[config.mk]
export PLATFORM = sky130hd
export DESIGN_NAME = shell_word_splitter
export DESIGN_NICKNAME = d
export VERILOG_FILES = /design/src/rtl/core/swsp_pkg.sv /design/src/rtl/core/swsp_front.sv /design/src/rtl/core/swsp_queue.sv /design/src/rtl/core/swsp_back.sv /design/src/rtl/core/shell_word_splitter.sv
export SDC_FILE = /design/constraint.sdc
export NUM_CORES = 1
export LEC_CHECK = 0
export BUFFER_PORTS_ARGS = -buffer_cell sky130_fd_sc_hd__buf_2
export CORE_UTILIZATION = 46
export CTS_CLUSTER_SIZE = 8
export DETAILED_ROUTE_END_ITERATION = 6
export HOLD_SLACK_MARGIN = 0.1
export PLACE_DENSITY = 0.67
export REMOVE_ABC_BUFFERS = 1
export SYNTH_ARGS = -nofsm -noshare
export SYNTH_HDL_FRONTEND = slang
export SYNTH_SLANG_ARGS = --single-unit
[constraint.sdc]
create_clock -name i_clk -period 3.1 [get_ports i_clk]
set_input_delay 0.62 -clock i_clk [delete_from_list [all_inputs] [get_ports i_clk]]
set_output_delay 0.62 -clock i_clk [all_outputs]
set_load 0.01 [all_outputs]
[src/rtl/core/swsp_pkg.sv]
// Shared types and constants for the shell word splitter.
`default_nettype none

package swsp_pkg;

    // Argument count limit and the saturation point of the 8-bit counter.
    localparam int MAX_ARG_COUNT = 255;
    localparam logic [7:0] ARG_CAP = (MAX_ARG_COUNT > 255) ? 8'd255 : 8'(MAX_ARG_COUNT);

    // Depth of the request queue between front and back.
    localparam int Q_DEPTH = 4;

    // Result kinds.
    localparam logic [1:0] KIND_BYTE = 2'd0;
    localparam logic [1:0] KIND_END  = 2'd1;
    localparam logic [1:0] KIND_DONE = 2'd2;
    localparam logic [1:0] KIND_ERR  = 2'd3;

    // Characters with a special meaning.
    localparam logic [7:0] CH_NUL    = 8'h00;
    localparam logic [7:0] CH_BSLASH = 8'h5C;
    localparam logic [7:0] CH_SQUOTE = 8'h27;
    localparam logic [7:0] CH_DQUOTE = 8'h22;
    localparam logic [7:0] CH_BKSP   = 8'h08;
    localparam logic [7:0] CH_SPACE  = 8'h20;
    localparam logic [7:0] CH_TAB    = 8'h09;
    localparam logic [7:0] CH_CR     = 8'h0D;

    // One result item.
    typedef struct packed {
        logic [1:0] kind;
        logic [7:0] data;
        logic [7:0] index;
    } t_swsp_res;

    // One queued request: one or two results for one input byte.
    typedef struct packed {
        logic      two;
        t_swsp_res r0;
        t_swsp_res r1;
    } t_swsp_cmd;

endpackage

`default_nettype wire

[src/rtl/core/swsp_front.sv]
// Front end: accepts input bytes, runs the scanner and builds result requests.
`default_nettype none

module swsp_front (
    input  wire logic               i_clk,
    input  wire logic               i_rst_n,
    input  wire logic               i_valid,
    input  wire logic [7:0]         i_in_byte,
    input  wire logic               i_full,
    output logic                    o_stall,
    output logic                    o_push,
    output swsp_pkg::t_swsp_cmd     o_cmd
);
    import swsp_pkg::*;

    // Scanner modes.
    localparam logic [2:0] MODE_BETWEEN = 3'd0;
    localparam logic [2:0] MODE_ARG     = 3'd1;
    localparam logic [2:0] MODE_ARG_ESC = 3'd2;
    localparam logic [2:0] MODE_SQ      = 3'd3;
    localparam logic [2:0] MODE_SQ_ESC  = 3'd4;
    localparam logic [2:0] MODE_DQ      = 3'd5;
    localparam logic [2:0] MODE_DQ_ESC  = 3'd6;

    logic [2:0] r_mode, n_mode;
    logic [7:0] r_cnt, n_cnt;
    logic [7:0] c;
    logic       accept;
    logic       is_skip;
    logic [7:0] cnt_eff;
    logic [7:0] idx;
    logic       do_arg;
    logic       has_res;
    t_swsp_cmd  cmd;

    // Converts the escapes that double quotes recognize.
    function automatic logic [7:0] cook(input logic [7:0] ch);
        logic [7:0] r;
        begin
            case (ch)
                8'h61:   r = 8'h07;
                8'h62:   r = 8'h08;
                8'h74:   r = 8'h09;
                8'h6E:   r = 8'h0A;
                8'h76:   r = 8'h0B;
                8'h66:   r = 8'h0C;
                8'h72:   r = 8'h0D;
                default: r = ch;
            endcase
            return r;
        end
    endfunction

    assign c       = i_in_byte;
    assign o_stall = i_full;
    assign accept  = i_valid && !i_full;
    assign is_skip = (c == CH_SPACE) || ((c >= CH_TAB) && (c <= CH_CR));

    // A new argument starts on a non-skip byte between arguments.
    always_comb begin
        cnt_eff = r_cnt;
        if (r_mode == MODE_BETWEEN && c != CH_NUL && !is_skip && r_cnt < ARG_CAP) begin
            cnt_eff = r_cnt + 8'd1;
        end
    end

    assign idx = (cnt_eff == 8'd0) ? 8'd0 : cnt_eff - 8'd1;

    // Classification of the byte against the current mode.
    always_comb begin
        n_mode  = r_mode;
        n_cnt   = r_cnt;
        do_arg  = 1'b0;
        has_res = 1'b0;
        cmd     = '0;
        cmd.r0.index = idx;
        cmd.r1.index = idx;
        unique case (r_mode)
            MODE_BETWEEN: begin
                if (c == CH_NUL) begin
                    has_res       = 1'b1;
                    cmd.r0.kind   = KIND_DONE;
                    cmd.r0.index  = r_cnt;
                    n_cnt         = 8'd0;
                end else if (!is_skip) begin
                    n_cnt  = cnt_eff;
                    n_mode = MODE_ARG;
                    do_arg = 1'b1;
                end
            end
            MODE_ARG: begin
                do_arg = 1'b1;
            end
            MODE_ARG_ESC: begin
                has_res = 1'b1;
                if (c == CH_NUL) begin
                    cmd.two      = 1'b1;
                    cmd.r0.kind  = KIND_END;
                    cmd.r1.kind  = KIND_DONE;
                    cmd.r1.index = cnt_eff;
                    n_mode       = MODE_BETWEEN;
                    n_cnt        = 8'd0;
                end else begin
                    cmd.r0.kind = KIND_BYTE;
                    cmd.r0.data = c;
                    n_mode      = MODE_ARG;
                end
            end
            MODE_SQ, MODE_DQ: begin
                if (c == CH_NUL) begin
                    has_res      = 1'b1;
                    cmd.r0.kind  = KIND_ERR;
                    cmd.r0.index = cnt_eff;
                    n_mode       = MODE_BETWEEN;
                    n_cnt        = 8'd0;
                end else if (c == ((r_mode == MODE_SQ) ? CH_SQUOTE : CH_DQUOTE)) begin
                    n_mode = MODE_ARG;
                end else if (c == CH_BSLASH) begin
                    n_mode = (r_mode == MODE_SQ) ? MODE_SQ_ESC : MODE_DQ_ESC;
                end else begin
                    has_res     = 1'b1;
                    cmd.r0.kind = KIND_BYTE;
                    cmd.r0.data = c;
                end
            end
            MODE_SQ_ESC: begin
                has_res = 1'b1;
                if (c == CH_NUL) begin
                    cmd.r0.kind  = KIND_ERR;
                    cmd.r0.index = cnt_eff;
                    n_mode       = MODE_BETWEEN;
                    n_cnt        = 8'd0;
                end else begin
                    n_mode = MODE_SQ;
                    if (c != CH_BSLASH && c != CH_SQUOTE) begin
                        // Unknown escape keeps its backslash.
                        cmd.two     = 1'b1;
                        cmd.r0.kind = KIND_BYTE;
                        cmd.r0.data = CH_BSLASH;
                        cmd.r1.kind = KIND_BYTE;
                        cmd.r1.data = c;
                    end else begin
                        cmd.r0.kind = KIND_BYTE;
                        cmd.r0.data = c;
                    end
                end
            end
            MODE_DQ_ESC: begin
                has_res = 1'b1;
                if (c == CH_NUL) begin
                    cmd.r0.kind  = KIND_ERR;
                    cmd.r0.index = cnt_eff;
                    n_mode       = MODE_BETWEEN;
                    n_cnt        = 8'd0;
                end else begin
                    cmd.r0.kind = KIND_BYTE;
                    cmd.r0.data = cook(c);
                    n_mode      = MODE_DQ;
                end
            end
            default: begin
                n_mode = MODE_BETWEEN;
            end
        endcase

        // Handling of a byte inside an unquoted argument.
        if (do_arg) begin
            if (c == CH_NUL) begin
                has_res      = 1'b1;
                cmd.two      = 1'b1;
                cmd.r0.kind  = KIND_END;
                cmd.r1.kind  = KIND_DONE;
                cmd.r1.index = cnt_eff;
                n_mode       = MODE_BETWEEN;
                n_cnt        = 8'd0;
            end else if (c == CH_BSLASH) begin
                n_mode = MODE_ARG_ESC;
            end else if (c == CH_SQUOTE) begin
                n_mode = MODE_SQ;
            end else if (c == CH_DQUOTE) begin
                n_mode = MODE_DQ;
            end else if (is_skip || c == CH_BKSP) begin
                has_res     = 1'b1;
                cmd.r0.kind = KIND_END;
                n_mode      = MODE_BETWEEN;
            end else begin
                has_res     = 1'b1;
                cmd.r0.kind = KIND_BYTE;
                cmd.r0.data = c;
            end
        end
    end

    assign o_push = accept && has_res;
    assign o_cmd  = cmd;

    // Scanner state.
    always_ff @(posedge i_clk) begin
        if (!i_rst_n) begin
            r_mode <= MODE_BETWEEN;
            r_cnt  <= 8'd0;
        end else if (accept) begin
            r_mode <= n_mode;
            r_cnt  <= n_cnt;
        end
    end

endmodule

`default_nettype wire

[src/rtl/core/swsp_queue.sv]
// Short request queue between the front end and the back end.
`default_nettype none

module swsp_queue (
    input  wire logic               i_clk,
    input  wire logic               i_rst_n,
    input  wire logic               i_push,
    input  wire swsp_pkg::t_swsp_cmd i_cmd,
    output logic                    o_full,
    input  wire logic               i_pop,
    output logic                    o_valid,
    output swsp_pkg::t_swsp_cmd     o_cmd
);
    import swsp_pkg::*;

    localparam int PtrW = (Q_DEPTH > 1) ? $clog2(Q_DEPTH) : 1;
    localparam int CntW = $clog2(Q_DEPTH + 1);
    localparam logic [PtrW-1:0] PtrLast = PtrW'(Q_DEPTH - 1);
    localparam logic [CntW-1:0] CntFull = CntW'(Q_DEPTH);

    t_swsp_cmd       r_mem [Q_DEPTH];
    logic [PtrW-1:0] r_wr, n_wr;
    logic [PtrW-1:0] r_rd, n_rd;
    logic [CntW-1:0] r_cnt, n_cnt;
    logic            do_push;
    logic            do_pop;

    assign o_full  = (r_cnt == CntFull);
    assign o_valid = (r_cnt != '0);
    assign o_cmd   = r_mem[r_rd];
    assign do_push = i_push && !o_full;
    assign do_pop  = i_pop && o_valid;

    // Pointer and fill bookkeeping.
    always_comb begin
        n_wr  = r_wr;
        n_rd  = r_rd;
        n_cnt = r_cnt;
        if (do_push) begin
            n_wr = (r_wr == PtrLast) ? '0 : r_wr + PtrW'(1);
        end
        if (do_pop) begin
            n_rd = (r_rd == PtrLast) ? '0 : r_rd + PtrW'(1);
        end
        if (do_push && !do_pop) begin
            n_cnt = r_cnt + CntW'(1);
        end else if (do_pop && !do_push) begin
            n_cnt = r_cnt - CntW'(1);
        end
    end

    always_ff @(posedge i_clk) begin
        if (!i_rst_n) begin
            r_wr  <= '0;
            r_rd  <= '0;
            r_cnt <= '0;
        end else begin
            r_wr  <= n_wr;
            r_rd  <= n_rd;
            r_cnt <= n_cnt;
        end
    end

    // Entry storage.
    always_ff @(posedge i_clk) begin
        if (do_push) begin
            r_mem[r_wr] <= i_cmd;
        end
    end

endmodule

`default_nettype wire

[src/rtl/core/swsp_back.sv]
// Back end: expands queued requests into result items on the output register.
`default_nettype none

module swsp_back (
    input  wire logic               i_clk,
    input  wire logic               i_rst_n,
    input  wire logic               i_q_valid,
    input  wire swsp_pkg::t_swsp_cmd i_q_cmd,
    output logic                    o_q_pop,
    output logic                    o_valid,
    input  wire logic               i_stall,
    output logic [1:0]              o_kind,
    output logic [7:0]              o_out_byte,
    output logic [7:0]              o_arg_index,
    output logic                    o_last
);
    import swsp_pkg::*;

    logic      r_valid;
    logic      r_second;
    t_swsp_res r_res;
    logic      r_last;
    logic      load;

    // The output register takes a new result when empty or being drained.
    assign load    = i_q_valid && (!r_valid || !i_stall);
    assign o_q_pop = load && (r_second || !i_q_cmd.two);

    always_ff @(posedge i_clk) begin
        if (!i_rst_n) begin
            r_valid  <= 1'b0;
            r_second <= 1'b0;
        end else if (load) begin
            r_valid  <= 1'b1;
            r_second <= !r_second && i_q_cmd.two;
        end else if (!i_stall) begin
            r_valid  <= 1'b0;
        end
    end

    // Result payload.
    always_ff @(posedge i_clk) begin
        if (load) begin
            r_res  <= r_second ? i_q_cmd.r1 : i_q_cmd.r0;
            r_last <= r_second || !i_q_cmd.two;
        end
    end

    assign o_valid     = r_valid;
    assign o_kind      = r_res.kind;
    assign o_out_byte  = r_res.data;
    assign o_arg_index = r_res.index;
    assign o_last      = r_last;

endmodule

`default_nettype wire

[src/rtl/core/shell_word_splitter.sv]
// Shell-style argument splitter: front end, request queue and back end.
// Throughput: one byte per cycle while not stalled; a byte's two results leave in turn.
// Path: an accepted byte's request is written into the queue, and its first result
// then moves to the output register, directly if the queue was empty and i_stall is low.
// The four-entry request queue absorbs output stalls; the input stalls only when it is full.
// Reset (synchronous, active low) clears the scanner, the queue and the output register.
`default_nettype none

module shell_word_splitter (
    input  wire logic       i_clk,
    input  wire logic       i_rst_n,
    input  wire logic       i_valid,
    output logic            o_stall,
    input  wire logic [7:0] i_in_byte,
    output logic            o_valid,
    input  wire logic       i_stall,
    output logic [1:0]      o_kind,
    output logic [7:0]      o_out_byte,
    output logic [7:0]      o_arg_index,
    output logic            o_last
);
    import swsp_pkg::*;

    logic      full;
    logic      push;
    t_swsp_cmd push_cmd;
    logic      q_valid;
    t_swsp_cmd q_cmd;
    logic      q_pop;

    // Scanner.
    swsp_front u_front (
        .i_clk     (i_clk),
        .i_rst_n   (i_rst_n),
        .i_valid   (i_valid),
        .i_in_byte (i_in_byte),
        .i_full    (full),
        .o_stall   (o_stall),
        .o_push    (push),
        .o_cmd     (push_cmd)
    );

    // Decoupling queue.
    swsp_queue u_queue (
        .i_clk   (i_clk),
        .i_rst_n (i_rst_n),
        .i_push  (push),
        .i_cmd   (push_cmd),
        .o_full  (full),
        .i_pop   (q_pop),
        .o_valid (q_valid),
        .o_cmd   (q_cmd)
    );

    // Result emitter.
    swsp_back u_back (
        .i_clk       (i_clk),
        .i_rst_n     (i_rst_n),
        .i_q_valid   (q_valid),
        .i_q_cmd     (q_cmd),
        .o_q_pop     (q_pop),
        .o_valid     (o_valid),
        .i_stall     (i_stall),
        .o_kind      (o_kind),
        .o_out_byte  (o_out_byte),
        .o_arg_index (o_arg_index),
        .o_last      (o_last)
    );

endmodule

`default_nettype wire
; After elaboration in Yosys (flattened, before gate mapping)
; Memories as Yosys holds them, arrays and structs flattened. A register that Yosys moved wholly into a read port is not among the register bits.
; Cells that the tools add are included.
[word_totals]
mem_bits_rw = 148
memories = 1
register_bits = 39
elab_cells = 170
latch_bits = 0
out_inout_bits = 21
mem_bits_ro = 0
[memory_table]
columns = name, depth, width, rd, rd_ports_with_merged_regs, write_ports, line
row1 = u_queue.r_mem, 4, 37, 1, 1, 1, swsp_queue.sv:21  ; t_swsp_cmd r_mem [Q_DEPTH];
[op_classes]
reduce_logical = 36
multipliers = 0
n_mux = 88
n_div = 0
order_cmp = 3
bitwise = 0
shift = 0
add_sub_neg = 6
n_eq_ne = 25
[op_table]
columns = op, count
row1 = 8-bit two-way mux, 23
row2 = "8-bit by 7-bit == test with 1-bit output, second input constant", 8
row3 = 8-bit case mux with 7 select lines, 1
row4 = 3-bit two-way mux, 15
row5 = 10-bit two-way mux, 4
row6 = 8-bit case mux with 2 select lines, 2
row7 = 8-bit case mux with 4 select lines, 1
row8 = 2-bit two-way mux, 13
row9 = "8-bit by 6-bit == test with 1-bit output, second input constant", 3
row10 = 1-bit two-way mux, 21
row11 = 18-bit two-way mux, 1
row12 = 3-bit case mux with 6 select lines, 1
row13 = 8-bit logical NOT, 2
row14 = 1-bit logical AND, 14
row15 = "3-bit == test, second input constant", 4
row16 = 11-bit two-way mux, 1
row17 = 2-bit case mux with 5 select lines, 1
row18 = "8-bit by 1-bit adder with 8-bit output, second input constant", 1
row19 = "8-bit by 4-bit == test with 1-bit output, second input constant", 1
row20 = 8-bit == test, 1
row21 = "8-bit by 4-bit greater-or-equal comparator with 1-bit output, second input constant", 1
row22 = "8-bit by 4-bit less-or-equal comparator with 1-bit output, second input constant", 1
row23 = 1-bit logical NOT, 8
row24 = "8-bit < comparator, second input constant", 1
row25 = 22 further kinds, 29

; Depth between registers and ports, before layout
; Gate-level depths: netlist (run 1).
[depth]
word_depth = 17
mapped_depth = 14
depth_no_buf = 12

; Modules after synthesis
; A second synthesis (run 1) with hierarchy kept.
[hier_totals]
cells_unflattened = 616
hier_area_um2 = 8968.6
[modules_own_cells]
columns = module, cells_each, n_inst, area_per_inst_um2, seq_area_each_um2
row1 = swsp_queue, 244, 1, 5876.9, 4624.4
row2 = swsp_front, 323, 1, 2132.0, 220.2
row3 = swsp_back, 49, 1, 959.7, 610.6

; Least setup slack after synthesis (run 1)
; Ideal clock, no wire load.
[synth_timing]
path_type = input to register
from = in i_in_byte[5]
to = mem u_queue.r_mem[0][18] (netlist name) (data pin)
setup_ns = 0.282
t_arrival_ns = 2.950
cell_stages = 13
path_slack_ns = -0.132
path_cell_list = buf_2 -> nand3b_1 -> a21oi_2 -> o21ai_2 -> buf_6 -> nand2_1 -> nor2_2 -> mux2i_1 -> ha_1 -> o21ai_1 -> and4b_4 -> a2bb2oi_2 -> o31ai_1
[synth_rtl]
columns = element, line
row1 = from (decl), shell_word_splitter.sv:14  ; input wire logic [7:0] i_in_byte,
row2 = to (decl), swsp_queue.sv:21

; Worst setup path in the final report (run 1)
[layout_timing]
from = reg u_front.r_mode[1]
to = reg u_queue.r_cnt[2]
[layout_between]
elab_chain_len = 16
elab_cells_between_ends = 27
[layout_rtl]
columns = element, line
row1 = from (decl), swsp_front.sv:25  ; logic [2:0] r_mode, n_mode;
row2 = from (signal assigned), swsp_front.sv:203  ; r_mode <= n_mode;
row3 = 3-bit by 2-bit == test with 1-bit output, "swsp_front.sv:78, swsp_front.sv:116"
row4 = 3-bit two-way mux, swsp_front.sv:116  ; end else if (c == ((r_mode == MODE_SQ) ? CH_SQUOTE : CH_DQUOTE)) begin
row5 = 8-bit == test, swsp_front.sv:116
row6 = 1-bit two-way mux, swsp_front.sv:116
row7 = 1-bit two-way mux, swsp_front.sv:110  ; if (c == CH_NUL) begin
row8 = 1-bit case mux with 3 select lines, swsp_front.sv:78  ; unique case (r_mode)
row9 = 1-bit two-way mux, swsp_front.sv:180  ; end else if (c == CH_DQUOTE) begin
row10 = 1-bit two-way mux, swsp_front.sv:178  ; end else if (c == CH_SQUOTE) begin
row11 = 1-bit two-way mux, swsp_front.sv:176  ; end else if (c == CH_BSLASH) begin
row12 = 1-bit two-way mux, swsp_front.sv:168  ; if (c == CH_NUL) begin
row13 = 1-bit two-way mux (*), swsp_front.sv:167  ; if (do_arg) begin
row14 = 1-bit logical AND (*), swsp_front.sv:194  ; assign o_push = accept && has_res;
row15 = 1-bit logical AND (*), swsp_queue.sv:31  ; assign do_push = i_push && !o_full;
row16 = net u_queue.do_push, swsp_queue.sv:25  ; logic do_push;
row17 = 1-bit logical NOT, swsp_queue.sv:47  ; end else if (do_pop && !do_push) begin
row18 = 1-bit logical AND, swsp_queue.sv:47
row19 = 2-bit nonzero test (no line), --
row20 = to (signal assigned), swsp_queue.sv:60  ; r_cnt <= n_cnt;
row21 = to (decl), swsp_queue.sv:24  ; logic [CntW-1:0] r_cnt, n_cnt;
; The timed path passes the listed nets; every way through them passes the cells marked *.
; A chain may end at the register's enable or synchronous reset.

==> results.tsv, run 1 <==
stage	metric	value	unit
detailed_routing	drtIter0Drc	562	
floorplanning	io_pins	33	
cells_and_area	stdcell_area	10000	µm²
cts	cts_setup_buffers	0	
floorplanning	core-area	18200	µm²
floorplanning	rows	49	
critical_path	critPathLaunch	u_front.r_mode[1]	
synthesis	syn_inst	607	
cts	clock_sinks	185	
detailed_routing	vias	5428	
synthesis	synth_edf_count	163	
timing	layout_setup_ws	0.194	ns
timing	hold_ws	0.463	ns
synthesis	avgSynthCellArea	14.2	µm²
min_path	hp-class	in -> reg	
critical_path	cp.required	3.45	ns
cells_and_area	area_delta_synth_final	16.4	%
cts	cts_max_level	4	
global_routing	grt-ovfl-total	0	
critical_path	r2r-start	u_front.r_mode[1]	
critical_path	rr_endpoint	u_queue.r_cnt[2]	
place	place_inst	893	
critical_path	path_max_fanout	10	
global_routing	grt_pass1_wl	29.2	mm
timing	finalCritPeriodShare	0.937	
timing	setup_violations	0	
pwr	irDropWorstVdd	528	µV
cells_and_area	stdcell_count	925	
timing	max_freq	0.344	GHz
synthesis	yosysUniqueCellTypes	80	
detailed_routing	routedWlPerCell	19.7	µm
timing	worst_pin_slew	0.749	ns
timing	setup_tns	0	ns
timing	drv_slew	0	
pwr	p_clk_frac	0.259	
timing	slew_headroom	0.500	
cts	cts_tree	yes	
detailed_routing	viasPerCell	5.87	
cts	cts_made_buffers	17	
cts	cts_buffer_depth	2	
global_routing	grt_max_degree	37	
critical_path	cp-end-kind	flop	
cts	clkLatencyLatePin	0.43	ns
place	dpl.hpwl	11.9	mm
cells_and_area	layout-drive-gt1-share	0.303	
synthesis	ys.flop_type	edfxtp_1	
detailed_routing	postRouteAntennaNets	0	
place	gp_congestion	0.968	
pwr	p_int	5.83	mW
floorplanning	die_x	139	µm
timing	hold_violations	0	
place	place_ws	-0.272	ns
timing	finalCriticalPeriod	2.91	ns
synthesis	async_reset_ff_frac	0	
job	maxCapViolCount	0	
detailed_routing	finalWirelength	18.2	mm
pwr	pwr-share-comb	0.316	
cells_and_area	diodes	0	
synthesis	netlist_area	8630	µm²
pwr	leakage	3.55	nW
cells_and_area	nNetsFinal	705	
cts	hold_buffers	0	
pwr	sw_frac_of_total	0.304	
global_routing	grt_use_total	0.201	
status	status	completed	
critical_path	startpoint_type	flop	
synthesis	yosys_warnings	0	
detailed_routing	first_pass_iters	7	
detailed_routing	drc	0	
place	io_buffer_count	32	
critical_path	reg2reg_slack	0.19	ns
global_routing	grt_pass1_vias	5490	
cts	root_buffer	clkbuf_16	
cts	clk_pin_slew	0.07	ns
pwr	power.density	834	nW/µm²
pwr	seqPwrFrac	0.425	
critical_path	endpoint	u_queue.r_cnt[2]	
place	placed_cell_area	9440	µm²
global_routing	grt_antenna_before_repair	0	
pwr	p_switching	2.54	mW
floorplanning	die_height	139	µm
synthesis	seq_area_frac_synth	0.618	
synthesis	ys_seq_elements	185	
critical_path	worstRegToRegCells	12	
floorplanning	initial_core_util	0.474	
floorplanning	die_area	19300	µm²
timing	final.setup_skew	0.00793	ns
critical_path	path_class	reg -> reg	
critical_path	arrival	3.26	ns
[power groups by stage]
stage                     logic [mW]  clock network [mW]  registers, mW
after global routing            2.89                2.30           3.61
after CTS                       2.69                2.21           3.56
after floorplan                 1.54                   0           3.83
after global placement          2.60                   0           3.59
after detailed placement        2.68                   0           3.62
final                           2.65                2.17           3.56
[critical path, cell delays in order (launching register included)]
cell       delay [ns]
dfxtp_1          0.40
inv_1            0.20
nand2_1          0.13
a31oi_1          0.24
o21ai_0          0.16
o2bb2ai_1        0.19
o21a_2           0.21
ha_1             0.19
inv_1            0.06
fa_1             0.42
xor2_1           0.16
or3_1            0.29
a21boi_0         0.17
[synth_stat cells, types with 5 or more instances]
master,count,area (µm²)
clkbuf_1,22,82.6
a31oi_1,6,37.5
or3_1,7,43.8
mux4_2,36,811
dfxtp_1,22,440
inv_1,8,30.0
nor2b_1,6,37.5
nand2_1,45,169
edfxtp_1,163,4890
ha_1,9,113
mux2_2,17,191
o22ai_1,6,37.5
a21o_1,5,37.5
mux2i_1,7,70.1
nand4_1,5,31.3
nor3_1,15,75.1
and2_1,20,125
nand2b_1,6,37.5
a21oi_1,12,60.1
xnor2_1,7,61.3
nand3_1,17,85.1
xor2_1,6,52.6
nor2_1,37,139
o21a_1,5,37.5
buf_2,13,65.1
o21ai_0,26,130
[flip-flops by register name, indices dropped and copies added, names as in the netlist, named ones only]
| register | count |
|---|---|
| u_queue.r_mem | 144 |
| u_back.o_arg_index | 8 |
| u_back.o_out_byte | 8 |
| u_front.r_cnt | 8 |
| u_front.r_mode | 3 |
| u_queue.r_cnt | 3 |
| u_back.o_kind | 2 |
| u_queue.r_rd | 2 |
| u_queue.r_wr | 2 |
| u_back.o_last | 1 |
| u_back.o_valid | 1 |
| u_back.r_second | 1 |
[metrics by stage]
step           total power, mW   util
2_1_floorplan             5.37      -
3_3_place_gp              6.19  0.518
3_5_place_dp              6.30  0.518
4_1_cts                   8.47  0.551
5_1_grt                   8.80  0.552
6_report                  8.38  0.552
[layout make-up]
type	instances	area (µm²)
repair buffers	96	691
multi-input cells	374	3100
clock buffers	17	425
clock inverters	15	176
flip-flops and latches	185	5340
well taps	229	287
fillers	1428	8160
inverters	9	33.8
[logic make-up after synthesis]
logic type                 Yosys count  synth area share
and+or+nand+nor                    188             0.117
DFF                                185             0.618
AOI/OAI and AO/OA                   98            0.0783
muxes                               63             0.129
buffers and inverters               48            0.0245
xor gates and xnor gates            15            0.0183
adders and majority gates           10            0.0154
[per-layer routing]
| metal | vias to the layer above | wire, µm | part of all wire | global-route usage |
|---|---|---|---|---|
| met2 | 157 | 9020 | 0.50 | 0.339 |
| met4 | 0 | 560 | 0.031 | 0.100 |
| met3 | 42 | 757 | 0.042 | 0.0345 |
| li1 | 2484 | - | - | - |
| met1 | 2745 | 7860 | 0.43 | 0.252 |
| met5 | - | 0 | 0 | 0 |
[worst min-delay path by stage]
stage                         start               to  slack, ns  cells after the start
floorplan           u_queue.r_wr[1]  u_queue.r_wr[1]       0.47                      2
global route                i_stall   u_back.o_valid       0.49                      3
finish                      i_stall   u_back.o_valid       0.46                      3
detailed placement   u_back.o_valid   u_back.o_valid       0.49                      2
CTS                         i_stall   u_back.o_valid       0.45                      3
global placement    u_queue.r_wr[1]  u_queue.r_wr[1]       0.48                      2
[layout by cell type, fill, tap and decap left out, types with 7 or more instances in the layout]
master and count:
edfxtp_1 163, buf_4 60, nand2_1 45, nor2_1 37, mux4_2 36, buf_2 32, o21ai_0 26, dfxtp_1 21
and2_1 20, nand3_1 17, mux2_2 17, clkbuf_16 17, nor3_1 15, a21oi_1 11, ha_1 9, inv_1 8
or3_1 7, xnor2_1 7, mux2i_1 7
[what timing repair did]
action	CTS	global route
endpoints found under the setup margin	0	9
resized for setup	0	3
hold endpoints to repair	0	0
No activity file was read; power rests on OpenSTA's default activity.
==> run 2: changes to the inputs <==
CORE_ASPECT_RATIO = 0.5   (was default)
==> results.tsv, run 2 (same netlist as run 1, synthesis figures left out) <==
stage	metric	value	unit
floorplanning	initial_core_util	0.483	
pwr	sw_frac_of_total	0.308	
critical_path	startpoint_type	input pin	
status	status	completed	
critical_path	cp-end-kind	flop	
cells_and_area	nNetsFinal	707	
min_path	hp-start	i_stall	
timing	finalCriticalPeriod	2.82	ns
place	gp_congestion	0.899	
cts	hold_buffers	0	
place	place_inst	900	
detailed_routing	drtIter0Drc	437	
detailed_routing	routedWlPerCell	19.9	µm
detailed_routing	vias	5414	
floorplanning	die_height	98.9	µm
detailed_routing	viasPerCell	5.81	
cells_and_area	final_cell_mix	edfxtp_1, buf_4, nand2_1	
critical_path	path_class	in -> reg	
timing	worst_pin_slew	0.742	ns
cells_and_area	stdcell_count	932	
timing	slew_headroom	0.506	
timing	hold_violations	0	
cells_and_area	largest-register	u_queue.r_mem	
cells_and_area	final_util	0.562	
global_routing	grt_antenna_before_repair	0	
timing	max_freq	0.355	GHz
cells_and_area	largest_register_ffs	144	
floorplanning	die_area	19400	µm²
critical_path	path_max_fanout	5	
pwr	seqPwrFrac	0.429	
cts	clock_sinks	185	
min_path	hp-class	in -> reg	
cells_and_area	seq_area	5340	µm²
timing	layout_setup_ws	0.285	ns
detailed_routing	drc	0	
timing	grt_setup_unrepaired	false	
floorplanning	core-area	17900	µm²
cts	cts_max_level	4	
pwr	pwr-share-comb	0.325	
place	io_buffer_count	32	
pwr	power.density	827	nW/µm²
cts	cts_buffer_depth	2	
floorplanning	die_x	196	µm
pwr	p_clk_frac	0.246	
cells_and_area	area_delta_synth_final	16.2	%
critical_path	critPathLaunch	i_in_byte[5]	
critical_path	arrival	2.95	ns
global_routing	grt_use_total	0.207	
cells_and_area	fill_cells	1452	
cts	cts_tree	yes	
critical_path	cp.required	3.23	ns
cts	clkLatencyLatePin	0.43	ns
timing	finalCritPeriodShare	0.908	
cts	cts_made_buffers	17	
cts	root_buffer	clkbuf_16	
cells_and_area	layout-drive-gt1-share	0.309	
pwr	leakage	3.52	nW
global_routing	grt_pass1_vias	5395	
global_routing	grt-ovfl-total	0	
floorplanning	io_pins	33	
floorplanning	rows	34	
global_routing	grt_pass1_wl	30.0	mm
cts	clk_pin_slew	0.08	ns
cells_and_area	final_common_cell	edfxtp_1	
detailed_routing	finalWirelength	18.6	mm
timing	setup_violations	0	
detailed_routing	postRouteAntennaNets	0	
critical_path	r2r-start	u_front.r_mode[2]	
job	maxCapViolCount	0	
timing	drv_slew	0	
detailed_routing	first_pass_iters	7	
place	place_ws	-0.129	ns
cells_and_area	multi_input_area	3120	µm²
global_routing	grt_max_degree	37	
pwr	p_switching	2.56	mW
timing	final.setup_skew	0.0129	ns
place	dpl.hpwl	11.7	mm
pwr	irDropWorstVdd	367	µV
cells_and_area	diodes	0	
pwr	p_int	5.74	mW
==> run 2: what timing repair did <==
item	4_1_cts	5_1_grt
buffers inserted	0	0
setup endpoints to repair	0	4
resized for setup	0	2
==> run 2: power groups by stage <==
stage	sequential, mW	clock (mW)	combinational (mW)
2_1_floorplan	3.83	0	1.54
3_3_place_gp	3.59	0	2.68
3_5_place_dp	3.61	0	2.72
4_1_cts	3.56	2.08	2.74
5_1_grt	3.60	2.17	2.96
6_report	3.56	2.04	2.70
==> run 2: metrics by stage <==
stage / setup TNS, ns / hold WS [ns] / cell area (µm²) / total power, mW
2_1_floorplan: -10.94 / 0.469 / 8460 / 5.37
3_3_place_gp: -0.463 / 0.490 / 9480 / 6.27
3_5_place_dp: -0.613 / 0.497 / 9480 / 6.33
4_1_cts: 0 / 0.463 / 10000 / 8.37
5_1_grt: 0 / 0.505 / 10000 / 8.74
6_report: 0 / 0.474 / 10000 / 8.29
==> run 2: final timing paths <==
| check | to | slack (ns) | cells past startpoint |
|---|---|---|---|
| worst min register to register | u_queue.r_wr[1] | 0.51 | 2 |
| worst min-delay path | u_back.o_valid | 0.47 | 3 |
| worst max-delay path | u_queue.r_mem[1][22] | 0.28 | 12 |
| worst max register to register | u_queue.r_cnt[2] | 0.30 | 11 |
==> run 2: worst max-delay path: stages <==
cell and delay (ns):
buf_2 0.12, nand2b_1 0.19, nor3_1 0.09, o21ai_2 0.26, nand2_1 0.17, nor2_2 0.21, mux2i_1 0.28, ha_1 0.20
o21ai_1 0.13, nand4b_1 0.26, nand2b_1 0.21, o22ai_1 0.20
==> run 2: final cells by class <==
cell class / instances / share of cell area
clock buffers: 18 / 0.0428
clock inverters: 14 / 0.0115
inverters: 9 / 0.00337
multi-input cells: 374 / 0.311
flip-flops and latches: 185 / 0.532
well taps: 234 / 0.0292
repair buffers: 98 / 0.0703
==> run 2: layer usage <==
metal	GRT usage	wire, µm	vias up
met5	0	0	-
met4	0.0649	258	0
met3	0.0493	1060	17
met2	0.312	8160	150
met1	0.298	9100	2747
li1	-	-	2500
==> run 3: changes to the inputs <==
REMOVE_ABC_BUFFERS = default   (was 1)
SYNTH_HIERARCHICAL = 1   (was default)
==> results.tsv, run 3 <==
stage	metric	value	unit
timing	worst_pin_slew	0.778	ns
synthesis	avgSynthCellArea	14.6	µm²
cells_and_area	final_common_cell	edfxtp_1	
floorplanning	die_height	101	µm
floorplanning	rows	35	
synthesis	ys.flop_type	edfxtp_1	
timing	layout_setup_ws	0.120	ns
floorplanning	die_area	20100	µm²
timing	finalCriticalPeriod	2.98	ns
floorplanning	die_x	199	µm
critical_path	rr_endpoint	u_queue/r_mem[0][18]	
cts	cts_made_buffers	17	
synthesis	syn_nets	638	
detailed_routing	viasPerCell	5.63	
synthesis	seq_area_frac_synth	0.608	
global_routing	grt_antenna_before_repair	0	
timing	slew_headroom	0.477	
cells_and_area	nNetsFinal	744	
timing	setup_violations	0	
critical_path	reg2reg_slack	0.12	ns
detailed_routing	drtIter0Drc	572	
cts	cts_resized	0	
critical_path	arrival	3.10	ns
pwr	power.density	823	nW/µm²
floorplanning	io_pins	33	
job	maxCapViolCount	0	
cts	clock_sinks	189	
place	dpl.hpwl	13.1	mm
cts	clk_pin_slew	0.08	ns
synthesis	netlist_area	8970	µm²
detailed_routing	first_pass_iters	5	
synthesis	async_reset_ff_frac	0	
timing	hold_violations	0	
cts	clkLatencyLatePin	0.45	ns
detailed_routing	postRouteAntennaNets	0	
synthesis	synth_area_leaders	edfxtp_1, mux4_2, dfxtp_1, mux2_4, mux4_1	
cts	cts_setup_buffers	0	
critical_path	cp-end-kind	flop	
critical_path	cp.required	3.22	ns
synthesis	syn_inst	616	
place	place_ws	-0.325	ns
min_path	hold_path_end	u_back/o_valid	
critical_path	path_class	reg -> reg	
timing	finalCritPeriodShare	0.961	
cts	hold_buffers	0	
critical_path	r2r-start	u_front/r_mode[2]	
critical_path	worstRegToRegCells	10	
place	gp_congestion	0.878	
place	io_buffer_count	32	
global_routing	grt-ovfl-total	0	
timing	grt_setup_unrepaired	false	
synthesis	yosysUniqueCellTypes	81	
min_path	hp-start	i_stall	
min_path	hp-class	in -> reg	
timing	max_freq	0.336	GHz
detailed_routing	finalWirelength	19.3	mm
cells_and_area	largest-register	u_queue/r_mem	
cts	root_buffer	clkbuf_16	
synthesis	ys_seq_elements	189	
floorplanning	core-area	18700	µm²
synthesis	yosysTopAreaCell	edfxtp_1	
cells_and_area	layout-drive-gt1-share	0.324	
global_routing	grt_pass1_vias	5402	
cts	cts_buffer_depth	2	
pwr	leakage	3.82	nW
critical_path	startpoint_type	flop	
synthesis	synth_edf_count	167	
cts	cts_tree	yes	
timing	drv_slew	0	
global_routing	grt_pass1_wl	30.1	mm
pwr	irDropWorstVdd	403	µV
cells_and_area	diodes	0	
cells_and_area	final_cell_mix	edfxtp_1, buf_4, nand2_1	
global_routing	grt_max_degree	37	
global_routing	grt_use_total	0.205	
synthesis	yosysMostFrequentCell	edfxtp_1	
detailed_routing	drc	0	
synthesis	synth_top_area_frac	0.559	
cells_and_area	largest_register_ffs	148	
critical_path	path_max_fanout	10	
detailed_routing	vias	5596	
synthesis	yosys_warnings	6	
cts	cts_max_level	4	
cells_and_area	area_delta_synth_final	18.7	%
status	status	completed	
synthesis	synth_common_cells	edfxtp_1, nand2_1, nor2_1	
detailed_routing	routedWlPerCell	19.4	µm
timing	hold_ws	0.465	ns
floorplanning	initial_core_util	0.479	
timing	final.setup_skew	0.0152	ns
min_path	hold_depth	3	
## run 3: changes by cell type in the layout (fill, tap and decap cells not counted), sizes merged, moves of 5 or more
| cell | previous run | this run |
|---|---|---|
| a21oi | 13 | 20 |
| and2 | 21 | 12 |
| buf | 98 | 121 |
| mux2 | 19 | 24 |
| nor2 | 38 | 33 |
| nor2b | 6 | 18 |
| o22ai | 9 | 4 |
| o31ai | 2 | 7 |
## run 3: cell type report
| cell class | count | area [µm²] |
|---|---|---|
| Clock buffer | 17 | 425 |
| Clock inverter | 15 | 193 |
| Fill cell | 1501 | 8100 |
| Inverter | 11 | 41.3 |
| Multi-Input combinational cell | 382 | 3300 |
| Sequential cell | 189 | 5460 |
| Tap cell | 259 | 324 |
| Timing Repair Buffer | 121 | 903 |
## run 3: cell families (layout without fill, tap and decap cells)
kind of cell,after synthesis,in the layout,synth area share
compound gates,112,112,0.0898
flops,189,189,0.608
mux,69,69,0.142
fa+ha+maj,10,10,0.0148
xor+xnor,12,12,0.0117
buf+inv,45,164,0.0289
other cells,1,1,0.000418
simple gates,178,178,0.104
## run 3: how the worst max path moves through the flow
stage | startpoint | cells past startpoint | endpoint | slack (ns)
after floorplan | i_in_byte[2] | 14 | u_queue/r_cnt[2] | -0.24
after global placement | i_in_byte[2] | 14 | u_queue/r_cnt[2] | -0.28
after detailed placement | i_in_byte[2] | 14 | u_queue/r_cnt[2] | -0.32
after CTS | u_front/r_mode[2] | 9 | u_queue/r_mem[0][4] | 0.04
after global routing | i_in_byte[2] | 14 | u_queue/r_cnt[2] | 0.001
final | u_front/r_mode[2] | 10 | u_queue/r_mem[0][18] | 0.12
## run 3: report_power, final
| group | leakage (nW) | switching (mW) | internal (mW) |
|---|---|---|---|
| sequential | 1.74 | 0.148 | 3.53 |
| combinational | 1.78 | 1.42 | 1.44 |
| clock | 0.301 | 1.11 | 1.11 |
| total | 3.82 | 2.68 | 6.08 |
## run 3: worst max-delay path, cell delays in order, from the launching register on
cell and delay [ns]:
dfxtp_1 0.32, or3_1 0.47, a21oi_1 0.24, a21boi_1 0.19, buf_4 0.19, mux2i_4 0.29, ha_1 0.22, nand3_1 0.13
nor2_1 0.16, buf_4 0.20, o211ai_1 0.24
## run 3: per-layer routing
metal / global-route usage / part of all wire
met5: 0 / 0
met4: 0.0558 / 0.0082
met3: 0.0455 / 0.081
met2: 0.310 / 0.45
met1: 0.300 / 0.46
## run 3: per-stage QoR
stage	power, mW	utilization	TNS [ns]	cells	area (µm²)
floorplan	5.68	-	-6.51	616	9000
global placement	6.52	0.534	-11.48	962	10000
detailed placement	6.60	0.534	-15.02	962	10000
CTS	8.83	0.567	0	994	10600
global route	9.20	0.568	0	994	10600
finish	8.76	0.568	0	994	10600
